--- src/sv/rstm_pkg.sv ---
// Shared types, constants, template ROM and helper functions of the record schema matcher.
package rstm_pkg;

	// Default sizes handed to the top level.
	localparam int unsigned NUM_TEMPLATES_DEF = 8;
	localparam int unsigned MAX_COLUMNS_DEF   = 64;

	// Template ROM geometry: sixteen slots, the longest template has 34 columns.
	localparam int unsigned ROM_SLOTS = 16;
	localparam int unsigned ROM_CHARS = 34;
	localparam int unsigned SLOT_W    = 4;

	// Field widths.
	localparam int unsigned KIND_W  = 3;
	localparam int unsigned SCORE_W = 6;
	localparam int unsigned INDEX_W = 3;
	localparam int unsigned POS_W   = 7;

	// Column storage kinds.
	localparam logic [KIND_W-1:0] KIND_NULL = 3'd0;
	localparam logic [KIND_W-1:0] KIND_INT  = 3'd1;
	localparam logic [KIND_W-1:0] KIND_REAL = 3'd2;
	localparam logic [KIND_W-1:0] KIND_TEXT = 3'd3;

	localparam logic [SCORE_W-1:0] SCORE_MAX = '1;

	// Configuration port.
	localparam int unsigned APB_ADDR_W = 3;
	localparam int unsigned APB_DATA_W = 32;
	localparam logic        REG_MIN_SCORE = 1'b0;
	localparam logic [SCORE_W-1:0] MIN_SCORE_RST = 6'd2;

	// Class characters as they appear in the ROM text.
	localparam logic [7:0] CH_INT = "I";
	localparam logic [7:0] CH_TXT = "T";
	localparam logic [7:0] CH_NUM = "N";

	typedef enum logic [1:0] {
		CLS_ANY,
		CLS_INT,
		CLS_TXT,
		CLS_NUM
	} cls_t;

	// Each template is written first column leftmost; unused slots are empty.
	localparam logic [8*ROM_CHARS-1:0] ROM_TEXT [ROM_SLOTS] = '{
		"IITAIIAIAITAA",
		"ITIIIA",
		"ITT",
		"ATTAIIAAATAAAAAIIIIAT",
		"IIIIIITTITTITIIIIIIIITITIIITIIIIII",
		"ITTIIIIAA",
		"ITITTAIIIAAAAT",
		"ITITAATIAAAAAAAAAAAAAAAAA",
		'0, '0, '0, '0, '0, '0, '0, '0
	};

	localparam logic [5:0] ROM_LEN [ROM_SLOTS] = '{
		6'd13, 6'd6, 6'd3, 6'd21, 6'd34, 6'd9, 6'd14, 6'd25,
		6'd0, 6'd0, 6'd0, 6'd0, 6'd0, 6'd0, 6'd0, 6'd0
	};

	typedef struct packed {
		logic [KIND_W-1:0] value_kind;
		logic              printable_text;
		logic              last_column;
	} item_t;

	typedef struct packed {
		logic               recognized;
		logic [INDEX_W-1:0] template_index;
		logic [SCORE_W-1:0] top_score;
	} result_t;

	// Broadcast from the top level to every template lane.
	typedef struct packed {
		logic              go;
		logic              last;
		logic [KIND_W-1:0] kind;
		logic              printable;
		logic [POS_W-1:0]  pos;
	} step_t;

	// What a lane reports about the record once its final column has been applied.
	typedef struct packed {
		logic               cand;
		logic               textok;
		logic [SCORE_W-1:0] score;
	} lane_res_t;

	// Node of the winner tree.
	typedef struct packed {
		logic               found;
		logic               tie;
		logic               textok;
		logic [SLOT_W-1:0]  idx;
		logic [SCORE_W-1:0] score;
	} node_t;

	function automatic cls_t class_at(input logic [SLOT_W-1:0] slot, input logic [POS_W-1:0] pos);
		logic [5:0] len;
		logic [5:0] off;
		logic [7:0] ch;
		cls_t       c;
		len = ROM_LEN[slot];
		ch  = 8'h00;
		off = '0;
		if (pos < {1'b0, len}) begin
			off = 6'(len - 6'd1 - pos[5:0]);
			ch  = ROM_TEXT[slot][{off, 3'b000} +: 8];
		end
		case (ch)
			CH_INT:  c = CLS_INT;
			CH_TXT:  c = CLS_TXT;
			CH_NUM:  c = CLS_NUM;
			default: c = CLS_ANY;
		endcase
		return c;
	endfunction

	function automatic logic has_text_col(input logic [SLOT_W-1:0] slot);
		logic r;
		r = 1'b0;
		for (int i = 0; i < ROM_CHARS; i++) begin
			if (ROM_TEXT[slot][8*i +: 8] == CH_TXT) begin
				r = 1'b1;
			end
		end
		return r;
	endfunction

	// Keeps the higher score; equal scores of two found nodes mark a tie.
	function automatic node_t merge(input node_t a, input node_t b);
		node_t r;
		if (!a.found) begin
			r = b;
		end else if (!b.found) begin
			r = a;
		end else if (a.score > b.score) begin
			r = a;
		end else if (b.score > a.score) begin
			r = b;
		end else begin
			r     = a;
			r.tie = 1'b1;
		end
		return r;
	endfunction

endpackage

--- src/sv/rstm_lane.sv ---
// One template lane: alive flag, constrained match count and printable-text flag.
module rstm_lane #(
	parameter int unsigned SLOT = 0
) (
	input  logic                clk,
	input  logic                arst_n,
	input  rstm_pkg::step_t     step,
	output rstm_pkg::lane_res_t res
);

	localparam logic [5:0] LEN      = rstm_pkg::ROM_LEN[SLOT];
	localparam logic       HAS_TEXT = rstm_pkg::has_text_col(rstm_pkg::SLOT_W'(SLOT));

	logic                         alive_q;
	logic                         seen_q;
	logic [rstm_pkg::SCORE_W-1:0] cnt_q;

	logic                         alive_n;
	logic                         seen_n;
	logic [rstm_pkg::SCORE_W-1:0] cnt_n;
	logic                         fits;
	logic                         in_len;
	logic                         ends_here;
	logic                         kind_nz;
	rstm_pkg::cls_t               cls;

	always_comb begin
		cls       = rstm_pkg::class_at(rstm_pkg::SLOT_W'(SLOT), step.pos);
		kind_nz   = step.kind != rstm_pkg::KIND_NULL;
		in_len    = step.pos < {1'b0, LEN};
		ends_here = (8'(step.pos) + 8'd1) == {2'b00, LEN};
		case (cls)
			rstm_pkg::CLS_ANY: fits = 1'b1;
			rstm_pkg::CLS_INT: fits = step.kind == rstm_pkg::KIND_INT;
			rstm_pkg::CLS_TXT: fits = step.kind == rstm_pkg::KIND_TEXT;
			rstm_pkg::CLS_NUM: fits = (step.kind == rstm_pkg::KIND_INT) ||
				(step.kind == rstm_pkg::KIND_REAL);
			default:           fits = 1'b0;
		endcase
		alive_n = alive_q && in_len && (fits || !kind_nz);
		cnt_n   = cnt_q;
		seen_n  = seen_q;
		if (alive_n && kind_nz) begin
			if (cls != rstm_pkg::CLS_ANY && cnt_q != rstm_pkg::SCORE_MAX) begin
				cnt_n = cnt_q + 1'b1;
			end
			if (cls == rstm_pkg::CLS_TXT && step.printable) begin
				seen_n = 1'b1;
			end
		end
	end

	always_comb begin
		res.cand   = alive_n && ends_here;
		res.textok = !HAS_TEXT || seen_n;
		res.score  = cnt_n;
	end

	always_ff @(posedge clk or negedge arst_n) begin
		if (!arst_n) begin
			alive_q <= 1'b1;
			seen_q  <= 1'b0;
			cnt_q   <= '0;
		end else if (step.go) begin
			if (step.last) begin
				alive_q <= 1'b1;
				seen_q  <= 1'b0;
				cnt_q   <= '0;
			end else begin
				alive_q <= alive_n;
				seen_q  <= seen_n;
				cnt_q   <= cnt_n;
			end
		end
	end

endmodule

--- src/sv/record_schema_template_matcher.sv ---
// Top level of the record schema matcher: column input, template lanes, winner pick and APB register.
//
// The block takes one column of a decoded record per transaction and can take a new column in
// every clock cycle while the input does not stall. Each column is first registered, then it
// updates all template lanes at once (one lane per template, each a few compares and a 6-bit
// increment). On the final column the lanes hand a snapshot of their per-template scores to a
// second stage and clear themselves, so the first column of the next record may follow straight
// away. The second stage picks the unique best template with a small compare tree, applies the
// score floor and the printable-text check, and loads the result register. A result transaction
// therefore becomes valid once the final column of its record has passed the stage 1 register,
// the snapshot stage and the result register, and exactly one result is produced per record. The
// output register and the snapshot stage decouple the two sides: while a result waits on stall,
// further columns of the next record are still taken; the input stalls only when a final column
// would need the snapshot stage and that stage cannot move. The single register, min_score at
// byte address 0, should be written only while no record is in flight.
module record_schema_template_matcher #(
	parameter int unsigned NUM_TEMPLATES = rstm_pkg::NUM_TEMPLATES_DEF,
	parameter int unsigned MAX_COLUMNS   = rstm_pkg::MAX_COLUMNS_DEF
) (
	input  logic                                clk,
	input  logic                                arst_n,

	input  logic                                item_valid,
	output logic                                item_stall,
	input  rstm_pkg::item_t                     item,

	output logic                                result_valid,
	input  logic                                result_stall,
	output rstm_pkg::result_t                   result,

	input  logic                                psel,
	input  logic                                penable,
	input  logic                                pwrite,
	input  logic [rstm_pkg::APB_ADDR_W-1:0]     paddr,
	input  logic [rstm_pkg::APB_DATA_W-1:0]     pwdata,
	output logic [rstm_pkg::APB_DATA_W-1:0]     prdata,
	output logic                                pready
);

	localparam int unsigned COL_W  = $clog2(MAX_COLUMNS + 1);
	localparam int unsigned LEAVES = 2 ** $clog2(NUM_TEMPLATES);

	// Configuration register.
	logic [rstm_pkg::SCORE_W-1:0] min_score_q;
	logic                         reg_sel;

	assign pready  = 1'b1;
	assign reg_sel = paddr[2] == rstm_pkg::REG_MIN_SCORE;

	always_ff @(posedge clk or negedge arst_n) begin
		if (!arst_n) begin
			min_score_q <= rstm_pkg::MIN_SCORE_RST;
		end else if (psel && penable && pwrite && pready && reg_sel) begin
			min_score_q <= pwdata[rstm_pkg::SCORE_W-1:0];
		end
	end

	always_comb begin
		prdata = '0;
		if (reg_sel) begin
			prdata = rstm_pkg::APB_DATA_W'(min_score_q);
		end
	end

	// Stage 1: the accepted column is registered here.
	logic            valid_s1;
	rstm_pkg::item_t item_s1;

	// Stage 2: per-template snapshot taken on a final column.
	logic                valid_s2;
	rstm_pkg::lane_res_t snap_s2 [NUM_TEMPLATES];

	// Stage 3: result register.
	logic              valid_s3;
	rstm_pkg::result_t result_s3;

	logic out_free;
	logic s2_free;
	logic s1_go;
	logic s1_free;

	// A column without the final mark produces no result and never waits on later stages.
	assign out_free   = !valid_s3 || !result_stall;
	assign s2_free    = !valid_s2 || out_free;
	assign s1_go      = valid_s1 && (!item_s1.last_column || s2_free);
	assign s1_free    = !valid_s1 || s1_go;
	assign item_stall = !s1_free;

	always_ff @(posedge clk or negedge arst_n) begin
		if (!arst_n) begin
			valid_s1 <= 1'b0;
		end else if (s1_free) begin
			valid_s1 <= item_valid;
		end
	end

	always_ff @(posedge clk) begin
		if (s1_free) begin
			item_s1 <= item;
		end
	end

	// Record-wide state shared by all lanes.
	logic [COL_W-1:0] pos_q;
	logic             any_q;
	logic             any_n;

	assign any_n = any_q || (item_s1.value_kind != rstm_pkg::KIND_NULL);

	always_ff @(posedge clk or negedge arst_n) begin
		if (!arst_n) begin
			pos_q <= '0;
			any_q <= 1'b0;
		end else if (s1_go) begin
			if (item_s1.last_column) begin
				pos_q <= '0;
				any_q <= 1'b0;
			end else begin
				if (pos_q != COL_W'(MAX_COLUMNS)) begin
					pos_q <= pos_q + 1'b1;
				end
				any_q <= any_n;
			end
		end
	end

	rstm_pkg::step_t     step;
	rstm_pkg::lane_res_t lane_res [NUM_TEMPLATES];

	always_comb begin
		step.go        = s1_go;
		step.last      = item_s1.last_column;
		step.kind      = item_s1.value_kind;
		step.printable = item_s1.printable_text;
		step.pos       = rstm_pkg::POS_W'(pos_q);
	end

	for (genvar g = 0; g < NUM_TEMPLATES; g++) begin : g_lane
		rstm_lane #(
			.SLOT(g)
		) u_lane (
			.clk   (clk),
			.arst_n(arst_n),
			.step  (step),
			.res   (lane_res[g])
		);
	end

	// A record made only of null columns leaves no candidate.
	always_ff @(posedge clk or negedge arst_n) begin
		if (!arst_n) begin
			valid_s2 <= 1'b0;
		end else if (s2_free) begin
			valid_s2 <= s1_go && item_s1.last_column;
		end
	end

	always_ff @(posedge clk) begin
		if (s1_go && item_s1.last_column) begin
			for (int t = 0; t < NUM_TEMPLATES; t++) begin
				snap_s2[t] <= '{
					cand:   lane_res[t].cand && any_n,
					textok: lane_res[t].textok,
					score:  lane_res[t].score
				};
			end
		end
	end

	// Winner tree: leaves follow template order, empty leaves pad to a power of two.
	rstm_pkg::node_t leaf [LEAVES];
	rstm_pkg::node_t node [1:2*LEAVES-1];

	for (genvar g = 0; g < LEAVES; g++) begin : g_leaf
		if (g < NUM_TEMPLATES) begin : g_used
			assign leaf[g] = '{
				found:  snap_s2[g].cand,
				tie:    1'b0,
				textok: snap_s2[g].textok,
				idx:    rstm_pkg::SLOT_W'(g),
				score:  snap_s2[g].score
			};
		end else begin : g_pad
			assign leaf[g] = '0;
		end
	end

	logic              win_ok;
	rstm_pkg::result_t win;

	always_comb begin
		for (int i = 0; i < LEAVES; i++) begin
			node[LEAVES + i] = leaf[i];
		end
		for (int i = LEAVES - 1; i >= 1; i--) begin
			node[i] = rstm_pkg::merge(node[2*i], node[2*i + 1]);
		end
		win_ok = node[1].found && !node[1].tie && node[1].textok &&
			(node[1].score >= min_score_q);
		win = '0;
		if (win_ok) begin
			win.recognized     = 1'b1;
			win.template_index = rstm_pkg::INDEX_W'(node[1].idx);
			win.top_score      = node[1].score;
		end
	end

	always_ff @(posedge clk or negedge arst_n) begin
		if (!arst_n) begin
			valid_s3 <= 1'b0;
		end else if (out_free) begin
			valid_s3 <= valid_s2;
		end
	end

	always_ff @(posedge clk) begin
		if (out_free && valid_s2) begin
			result_s3 <= win;
		end
	end

	assign result_valid = valid_s3;
	assign result       = result_s3;

endmodule
--- config.mk ---
export PLATFORM = sky130hd
export DESIGN_NAME = record_schema_template_matcher
export DESIGN_NICKNAME = d
export VERILOG_FILES = /design/src/sv/rstm_pkg.sv /design/src/sv/rstm_lane.sv /design/src/sv/record_schema_template_matcher.sv
export SDC_FILE = /design/constraint.sdc
export NUM_CORES = 1
export LEC_CHECK = 0
export BUFFER_PORTS_ARGS = -buffer_cell sky130_fd_sc_hd__buf_2
export CAP_MARGIN = 20
export CORE_ASPECT_RATIO = 0.75
export CORE_MARGIN = 5
export CORE_UTILIZATION = 50
export CTS_CLUSTER_DIAMETER = 50
export DETAILED_ROUTE_END_ITERATION = 8
export PLACE_DENSITY = 0.68
export RECOVER_POWER = 100
export SYNTH_ARGS = -nofsm -noshare
export SYNTH_HDL_FRONTEND = slang
export SYNTH_SLANG_ARGS = --single-unit
export TNS_END_PERCENT = 20
--- constraint.sdc ---
create_clock -name clk -period 6.5 [get_ports clk]
set_input_delay 1.95 -clock clk [delete_from_list [all_inputs] [get_ports clk]]
set_output_delay 1.95 -clock clk [all_outputs]
set_load 0.01 [all_outputs]
## Word-level counts from Yosys, hierarchy flattened

Memories as Yosys holds them, arrays and structs flattened.
Cells that the tools add are included.

- Output and inout bits: 45
- Memories: 1
- Word-level logic and storage cells: 376
- Input port bits: 47
- Memory bits (writable): 64
- Flip-flop bits (word level): 96

Memories:

| name | depth | bits a word | rd ports | clocked after Yosys merged registers in | write ports | line | source |
|---|---|---|---|---|---|---|---|
| snap_s2 | 8 | 8 | 8 | 0 | 8 | record_schema_template_matcher.sv:71 | `rstm_pkg::lane_res_t snap_s2 [NUM_TEMPLATES];` |

- Reductions and logical operators: 106
- Shifts and indexed selects: 8
- Equality and inequality tests: 68
- Bitwise logic cells: 1
- Multiplexer cells: 115
- $lt $le $gt $ge: 23
- $add $sub $neg: 18

Operator list:

| kind | number |
|---|---|
| 272-bit by 10-bit variable part select with 8-bit output (first input constant) | 8 |
| 12-bit two-way mux | 21 |
| 8-bit by 7-bit == test with 1-bit output (second input constant) | 24 |
| 6-bit two-way mux | 25 |
| 13-bit two-way mux | 7 |
| 6-bit > comparator | 14 |
| 1-bit logical AND | 65 |
| 8-bit two-way mux | 8 |
| 6-bit by 1-bit adder with 6-bit output (second input constant) | 8 |
| 6-bit != test (second input constant) | 8 |
| 2-bit case mux with 3 select lines | 8 |
| 1-bit two-way mux | 35 |
| 2-bit == test (second input constant) | 16 |
| 1-bit case mux with 4 select lines | 8 |
| 8-bit by 4-bit == test with 1-bit output (second input constant) | 3 |
| 7-bit by 4-bit less-than comparator with 1-bit output (second input constant) | 3 |
| 2-bit nonzero test | 9 |
| 4-bit by 6-bit subtractor with 6-bit output (first input constant) | 3 |
| 2-bit by 1-bit == test with 1-bit output (second input constant) | 8 |
| 8-bit by 5-bit == test with 1-bit output (second input constant) | 2 |
| 2-bit zero test | 8 |
| 1-bit logical OR | 14 |
| 7-bit by 5-bit less-than comparator with 1-bit output (second input constant) | 2 |
| 7-bit two-way mux | 2 |
| other kinds (21) | 30 |

## Logic depth before layout (Yosys ltp)

Gate-level depths: netlist of run 1.
An unclocked memory read counts as a cell.

- Depth after elaboration: 21
- Gate-level depth with buffers: 37

## Hierarchy

From an unflattened synthesis of run 1, not the netlist that was laid out.

- Cells, all modules: 1,326
- Area, all modules: 12,579.6 um^2

By module, submodules not included:

| module | cells an instance | area an instance (um^2) | times used |
|---|---|---|---|
| record_schema_template_matcher | 525 | 5,714.2 | 1 |
| rstm_lane at g_lane[3].u_lane | 124 | 1,089.8 | 1 |
| rstm_lane at g_lane[4].u_lane | 119 | 964.7 | 1 |
| rstm_lane at g_lane[5].u_lane | 116 | 939.7 | 1 |
| rstm_lane at g_lane[6].u_lane | 98 | 843.3 | 1 |
| rstm_lane at g_lane[1].u_lane | 89 | 820.8 | 1 |
| rstm_lane at g_lane[2].u_lane | 83 | 759.5 | 1 |
| rstm_lane at g_lane[0].u_lane | 89 | 732.0 | 1 |
| rstm_lane at g_lane[7].u_lane | 83 | 715.7 | 1 |

## Worst setup path after synthesis of run 1

Ideal clock, no wire load.

- Path type: flip-flop to flip-flop
- From: mem snap_s2[0][27] (netlist name)
- To: reg result_s3, in the netlist result[1] (data pin)
- Path slack: -0.524 ns
- Setup time: 0.255 ns
- Data required time: 6.245 ns
- Arrival: 6.769 ns
- Stages on the path, launching flop included: 35
- Clock period less this slack: 7.024 ns
- Cell sequence: edfxtp_1 -> ha_1 -> a21oi_1 -> o21ai_0 -> o31ai_1 -> o21a_1 -> clkbuf_1 -> o21ai_0 -> ha_1 -> a21o_1 -> a21o_1 -> a221oi_1 -> o22ai_1 -> clkbuf_1 -> o211ai_1 -> o31ai_1 -> ha_1 -> nand4_1 -> o211a_1 -> a21oi_1 -> nor2b_1 -> clkbuf_1 -> a21oi_1 -> o21ai_0 -> and2_1 -> ha_1 -> nand2b_1 -> a21o_1 -> a21o_1 -> a21o_1 -> a21o_1 -> a21oi_1 -> a31o_2 -> inv_1 -> and2_1

RTL lines:

| item | line | source |
|---|---|---|
| start: declaration | record_schema_template_matcher.sv:71 |  |
| end signal: assignment | record_schema_template_matcher.sv:218 | `result_s3 <= win;` |
| end: declaration | record_schema_template_matcher.sv:75 | `rstm_pkg::result_t result_s3;` |

==> results.cfg, run 1 <==
[drt]
dr.pass1.iters = 5
avgRoutedWirePerCell_microns = 18.9
ant_nets = 0
drcViolationCount = 0
num_vias = 9703
routed_via_density = 5.93
drtIter0Drc = 804
drt_wl_total_microns = 30900

[grt]
grt_pass1_vias = 9297
grt_pass1_wl_microns = 49500
grtUsageMet1_pct = 36.4
grt_max_degree = 59
grt_util_met3_pct = 3.82
antenna_found_initial = 1
track_usage_pct = 23.7
grt_remaining_overflow = 0
grtUsageMet2_pct = 35.3
grt-busiest-layer = met1

[layout]
syn_to_final_growth_pct = 17.4
final_util_pct = 59.3
drive_gt1_share_pct = 19.8
layout.cells.non_filler = 1637
layout.nets = 1446

[power]
p_sw_mw = 1.29
seqPwrFrac_pct = 37.3
power_density_nw_per_um2 = 272
p_int_mw = 2.40
ir_drop_uv = 204
swShare_pct = 35.0
p_comb_share_pct = 35.8
power_frac_clock_pct = 27.0
p_leak_nw = 5.80

[cts]
h-tree-depth = 4
cts_made_buffers = 17
clk_latency_ns = 0.44
hold_buffers = 0
cts-root-buf = clkbuf_16
cts.sinks = 160
clockBufferDepth = 2
cts_tree = yes
clk_pin_slew_ns = 0.06

[run_status]
status = complete, but fails checks
failed_checks = max-capacitance violations, max-slew violations, negative setup slack

[placed_design]
gp_congestion = 0.972
pre_cts_slack_ns = -0.373
io_buffers = 36
dp_hpwl_microns = 21400
dp_cells = 1573

[yosys]
synth.distinct_cells = 94
synth-warning-count = 0
synth-seq-area-share_pct = 38.3
synth-edff-count = 79
netlist.area_leader.share_pct = 20.6
synth.avg_cell_area_sq_um = 9.50
synth_cells = 1213
synth_seq_cells = 160
syn_area_sq_um = 11500
async_flop_share_pct = 50.6
synthFlopType = edfxtp_1
yosys-top-cells-area = edfxtp_1 21%, dfrtp_1 16%, ha_1 8.3%, mux2i_1 3.6%, nand2_1 3.2%
yosys.area.top_type = edfxtp_1

[sta]
final.setup_skew_ns = 0.0155
max_clock_freq_mhz = 152
slew_violations = 94
hold_viol = 0
post-route-period-util_pct = 101
setup_viol = 9
fin_crit_ns = 6.57
worstMarginPinSlew_ns = 2.38
relSlewSlack_pct = -58.5
worst_slack_ns = -0.0656
rsz0062_at_grt = yes

[worst_setup_path]
crit_slowest_cell = edfxtp_1
ff2ff_setup_slack_ns = -0.07
worstReg2RegStart = snap_s2[1][5]
required_ns = 6.69
ff2ff_path_depth = 32
path_class = reg2reg
endpoint = result[4]
worstPathMaxFanout = 7
crit_start = snap_s2[1][5]
crit_top_cell = a21o_1
arrival_ns = 6.76
r2r_end = result[4]
end_kind = register
startpoint_type = register
critical_path.max_stage_delay_ns = 0.39

[floorplanning]
core-area_sq_um = 22800
die_height_microns = 141
die_w_microns = 185
io_pins = 92
rows = 48
initial_core_util_pct = 50.5
die-area_sq_um = 26200

[worst_hold_path]
hp-class = reg2reg
min_path_cells = 1

[job]
maxCapViolCount = 3
how the worst min path moves through the flow:
stage | from | endpoint | slack [ns]
2_1_floorplan | g_lane[6].u_lane.seen_q | g_lane[6].u_lane.seen_q | 0.46
3_3_place_gp | g_lane[6].u_lane.seen_q | g_lane[6].u_lane.seen_q | 0.47
3_5_place_dp | g_lane[6].u_lane.seen_q | g_lane[6].u_lane.seen_q | 0.48
4_1_cts | any_q | any_q | 0.50
5_1_grt | valid_s2 | result_valid | 0.53
6_report | valid_s2 | result_valid | 0.50
flip-flops by register name, summed over array words and instances, names as in the netlist:
name                   flops
snap_s2                   64
g_lane.u_lane.cnt_q       48
result                    10
g_lane.u_lane.alive_q      8
g_lane.u_lane.seen_q       8
pos_q                      7
min_score_q                6
item_s1                    5
any_q                      1
result_valid               1
valid_s1                   1
valid_s2                   1
power by group through the flow:
| stage | Sequential, mW | Combinational [mW] | Clock [mW] |
|---|---|---|---|
| after floorplan | 1.34 | 0.867 | 0 |
| final | 1.37 | 1.32 | 0.993 |
| after CTS | 1.37 | 1.25 | 1.01 |
| after detailed placement | 1.38 | 1.18 | 0 |
| after global routing | 1.39 | 1.46 | 1.05 |
| after global placement | 1.38 | 1.15 | 0 |
worst max-delay path: cells and delay by family (launching register included):
family / cells / cell delay (ns)
AOI/OAI and AO/OA: 14 / 2.41
buffers and inverters: 5 / 0.47
muxes: 2 / 0.65
and+or+nand+nor: 7 / 1.27
adders and majority gates: 4 / 1.09
DFF: 1 / 0.39
per-layer routing:
metal  part of all wire [%]  up-vias  wire, microns
met2                     44      322          13700
met5                      0        -              0
met4                    1.1        0            325
li1                       -     4663              -
met1                     48     4683          15000
met3                    6.2       35           1920
timing repair:
action,in CTS,in global routing
pin swaps,23,36
endpoints found under the setup margin,10,10
hold endpoints to repair,0,0
gates resized for setup,40,48
setup buffers,21,16
synthesized netlist by cell type (30+ instances only):
cell,count
inv_1,79
nand2_1,98
o21ai_0,51
nand3_1,30
mux2i_1,42
xnor2_1,32
nor2_1,65
nor3_1,33
edfxtp_1,79
buf_4,32
nor2b_1,30
clkbuf_1,38
dfrtp_1,72
ha_1,76
a21oi_1,39
metrics by stage:
stage	cell area, sq um	hold WS [ns]	TNS, ns	power [mW]
after floorplan	11700	0.458	0	2.21
after global placement	12400	0.470	-3.09	2.53
after detailed placement	12400	0.480	-3.08	2.56
after CTS	13300	0.503	0	3.62
after global routing	13500	0.534	-3.32	3.90
final	13500	0.501	-0.436	3.69
logic make-up after synthesis:
| logic type | share of synthesized area (%) |
|---|---|
| XOR/XNOR | 3.65 |
| adder cells (fa/ha/maj) | 8.25 |
| flip-flops | 38.3 |
| buffers and inverters | 6.60 |
| other | 0.0652 |
| AND/OR/NAND/NOR | 19.7 |
| multiplexers | 5.70 |
| AO/OA/AOI/OAI | 17.8 |
cell usage in the layout, fill, tap and decap left out, types with 23 or more instances in the layout:
cell type and instances:
o211ai_1 23, o21ai_0 47, dfrtp_1 72, conb_1 27, buf_4 102, nand3_1 29, xnor2_1 32, a21oi_1 33
nand2_1 97, nand4_1 27, mux2i_1 34, clkbuf_1 28, ha_1 63, nor3_1 31, edfxtp_1 79, nor2b_1 29
nor2_1 64, inv_1 74
area by class of cell:
class	instances	area, sq um
diodes	1	2.50
repair buffers	150	1040
well taps	300	375
multi-input cells	913	6830
fillers	1925	9300
clock buffers	20	447
clock inverters	12	120
inverters	81	304
flip-flops and latches	160	4410
Power figures use the tool's default switching activity.
==> inputs of run 2 (changes only) <==
PLACE_DENSITY = 0.65   (was 0.68)
clock period = 7 ns   (was 6.5 ns; I/O delays follow)
==> run 2 against run 1 <==
Compared with the run above: maximum frequency shrank 2.7%; via count shrank 4.2%; non-clock buffer count shrank 64; die area is the same; clock skew shrank 0.0054 ns; global-route usage shrank 1.0 points; setup slack gained 0.32 ns; combinational power shrank 16%; the run ends with max-capacitance violations, max-slew violations left; utilization shrank 3.3 points; largest power group unchanged; sequential share of layout area grew 1.9 points; first-iteration DRC count shrank 7.3%; cell area shrank 5.6%; highest routed layer unchanged.
==> results.cfg, run 2 (synthesized netlist as in run 1, its figures left out) <==
[run_status]
status = complete, but fails checks
failed_checks = max-capacitance violations, max-slew violations

[drt]
drcViolationCount = 0
num_vias = 9293
routed_via_density = 5.91
ant_nets = 0
avgRoutedWirePerCell_microns = 18.8
drtIter0Drc = 745
dr.pass1.iters = 5
drt_wl_total_microns = 29600

[sta]
hold_viol = 0
relSlewSlack_pct = -155
worst_hold_slack_ns = 0.487
max_clock_freq_mhz = 148
post-route-period-util_pct = 96.4
final.setup_skew_ns = 0.0101
setup_viol = 0
worst_slack_ns = 0.255
worstMarginPinSlew_ns = 3.83
fin_crit_ns = 6.75
slew_violations = 160

[cts]
clk_pin_slew_ns = 0.07
cts.sinks = 160
h-tree-depth = 4
clk_latency_ns = 0.43
cts-root-buf = clkbuf_16
clockBufferDepth = 2
hold_buffers = 0
cts_tree = yes
cts_made_buffers = 17

[floorplanning]
rows = 48
io_pins = 92
die-area_sq_um = 26200
initial_core_util_pct = 50.5
die_height_microns = 141
core-area_sq_um = 22800
die_w_microns = 185

[power]
p_leak_nw = 5.45
power_frac_clock_pct = 28.9
ir_drop_uv = 186
seqPwrFrac_pct = 38.0
p_int_mw = 2.18
p_sw_mw = 1.17
swShare_pct = 34.8
p_comb_share_pct = 33.0
total_power_mw = 3.35
power_density_nw_per_um2 = 262

[grt]
track_usage_pct = 22.7
grt_remaining_overflow = 0
antenna_found_initial = 0
grt_pass1_wl_microns = 47100
grt_max_degree = 65
grt_pass1_vias = 8571

[worst_setup_path]
cp.buffers_inverters = 5
startpoint_type = register
critical_path.max_stage_delay_ns = 0.42
worstPathMaxFanout = 7
crit_slowest_cell = edfxtp_1
path_class = reg2reg
arrival_ns = 6.93
end_kind = register
required_ns = 7.18
critPathTopFamily = compound AO/OA/AOI/OAI gates

[layout]
final_cell_mix = 97 x nand2_1, 79 x edfxtp_1, 77 x inv_1
fill_cells = 2030
syn_to_final_growth_pct = 10.8
n_antenna_cell = 0
layout_commonest_cell = nand2_1
largest_reg_flops = 64
top_register = snap_s2
final_area_sq_um = 12800
drive_gt1_share_pct = 13.4
layout.nets = 1382

[placed_design]
postPlaceCellArea_sq_um = 12000
gp_congestion = 0.899
pre_cts_slack_ns = -0.200
io_buffers = 36
dp_hpwl_microns = 21300

[job]
maxCapViolCount = 5

[worst_hold_path]
hp-class = reg2reg
[run 2: cell count changes in the layout (fill, tap and decap cells not counted), moves of 4 or more]
cell,delta
ha_1,+12
ha_4,-12
buf_4,-61
and2_4,-4
and2_1,+5
[run 2: cell type report]
cell class / count / area (sq um) / area share [%]
Tap cell: 300 / 375 / 2.94
Clock inverter: 13 / 163 / 1.27
Sequential cell: 160 / 4410 / 34.5
Inverter: 81 / 304 / 2.38
Multi-Input combinational cell: 913 / 6570 / 51.4
Clock buffer: 19 / 443 / 3.47
Timing Repair Buffer: 86 / 510 / 4.00
[run 2: stage by stage]
stage	cells	util [%]	setup TNS [ns]
2_1_floorplan	1238	-	0
3_3_place_gp	1525	52.5	-0.346
3_5_place_dp	1525	52.5	-1.44
4_1_cts	1559	55.4	0
5_1_grt	1572	56.0	-0.279
6_report	1572	56.0	0
[run 2: layer usage]
layer	track usage [%]	wire length, microns	vias up
met5	0	0	-
met4	4.98	326	0
met3	5.48	1850	27
met2	32.7	12600	241
met1	34.5	14800	4496
li1	-	-	4529
[run 2: final timing paths]
kind | from | end | slack [ns] | cells after the start
max in group asynchronous | arst_n | any_q | 0.86 | 2
setup / recovery | snap_s2[1][27] | result[5] | 0.25 | 32
hold / removal | g_lane[6].u_lane.seen_q | g_lane[6].u_lane.seen_q | 0.49 | 1
min in group asynchronous | arst_n | min_score_q[2] | 1.91 | 1
hold reg to reg | g_lane[6].u_lane.seen_q | g_lane[6].u_lane.seen_q | 0.49 | 1
setup reg to reg | snap_s2[1][27] | result[5] | 0.25 | 32
[run 2: power by group through the flow]
| stage | clock network, mW | logic (mW) | registers, mW |
|---|---|---|---|
| 4_1_cts | 0.984 | 1.08 | 1.27 |
| 3_3_place_gp | 0 | 1.04 | 1.28 |
| 6_report | 0.970 | 1.11 | 1.27 |
| 3_5_place_dp | 0 | 1.06 | 1.29 |
| 2_1_floorplan | 0 | 0.799 | 1.24 |
| 5_1_grt | 1.03 | 1.23 | 1.29 |
[run 2: repair_timing]
action,CTS,global route
cloned,0,1
buffers inserted,2,12
resized for setup,11,41
endpoints found under the setup margin,9,10
pin swaps,2,17
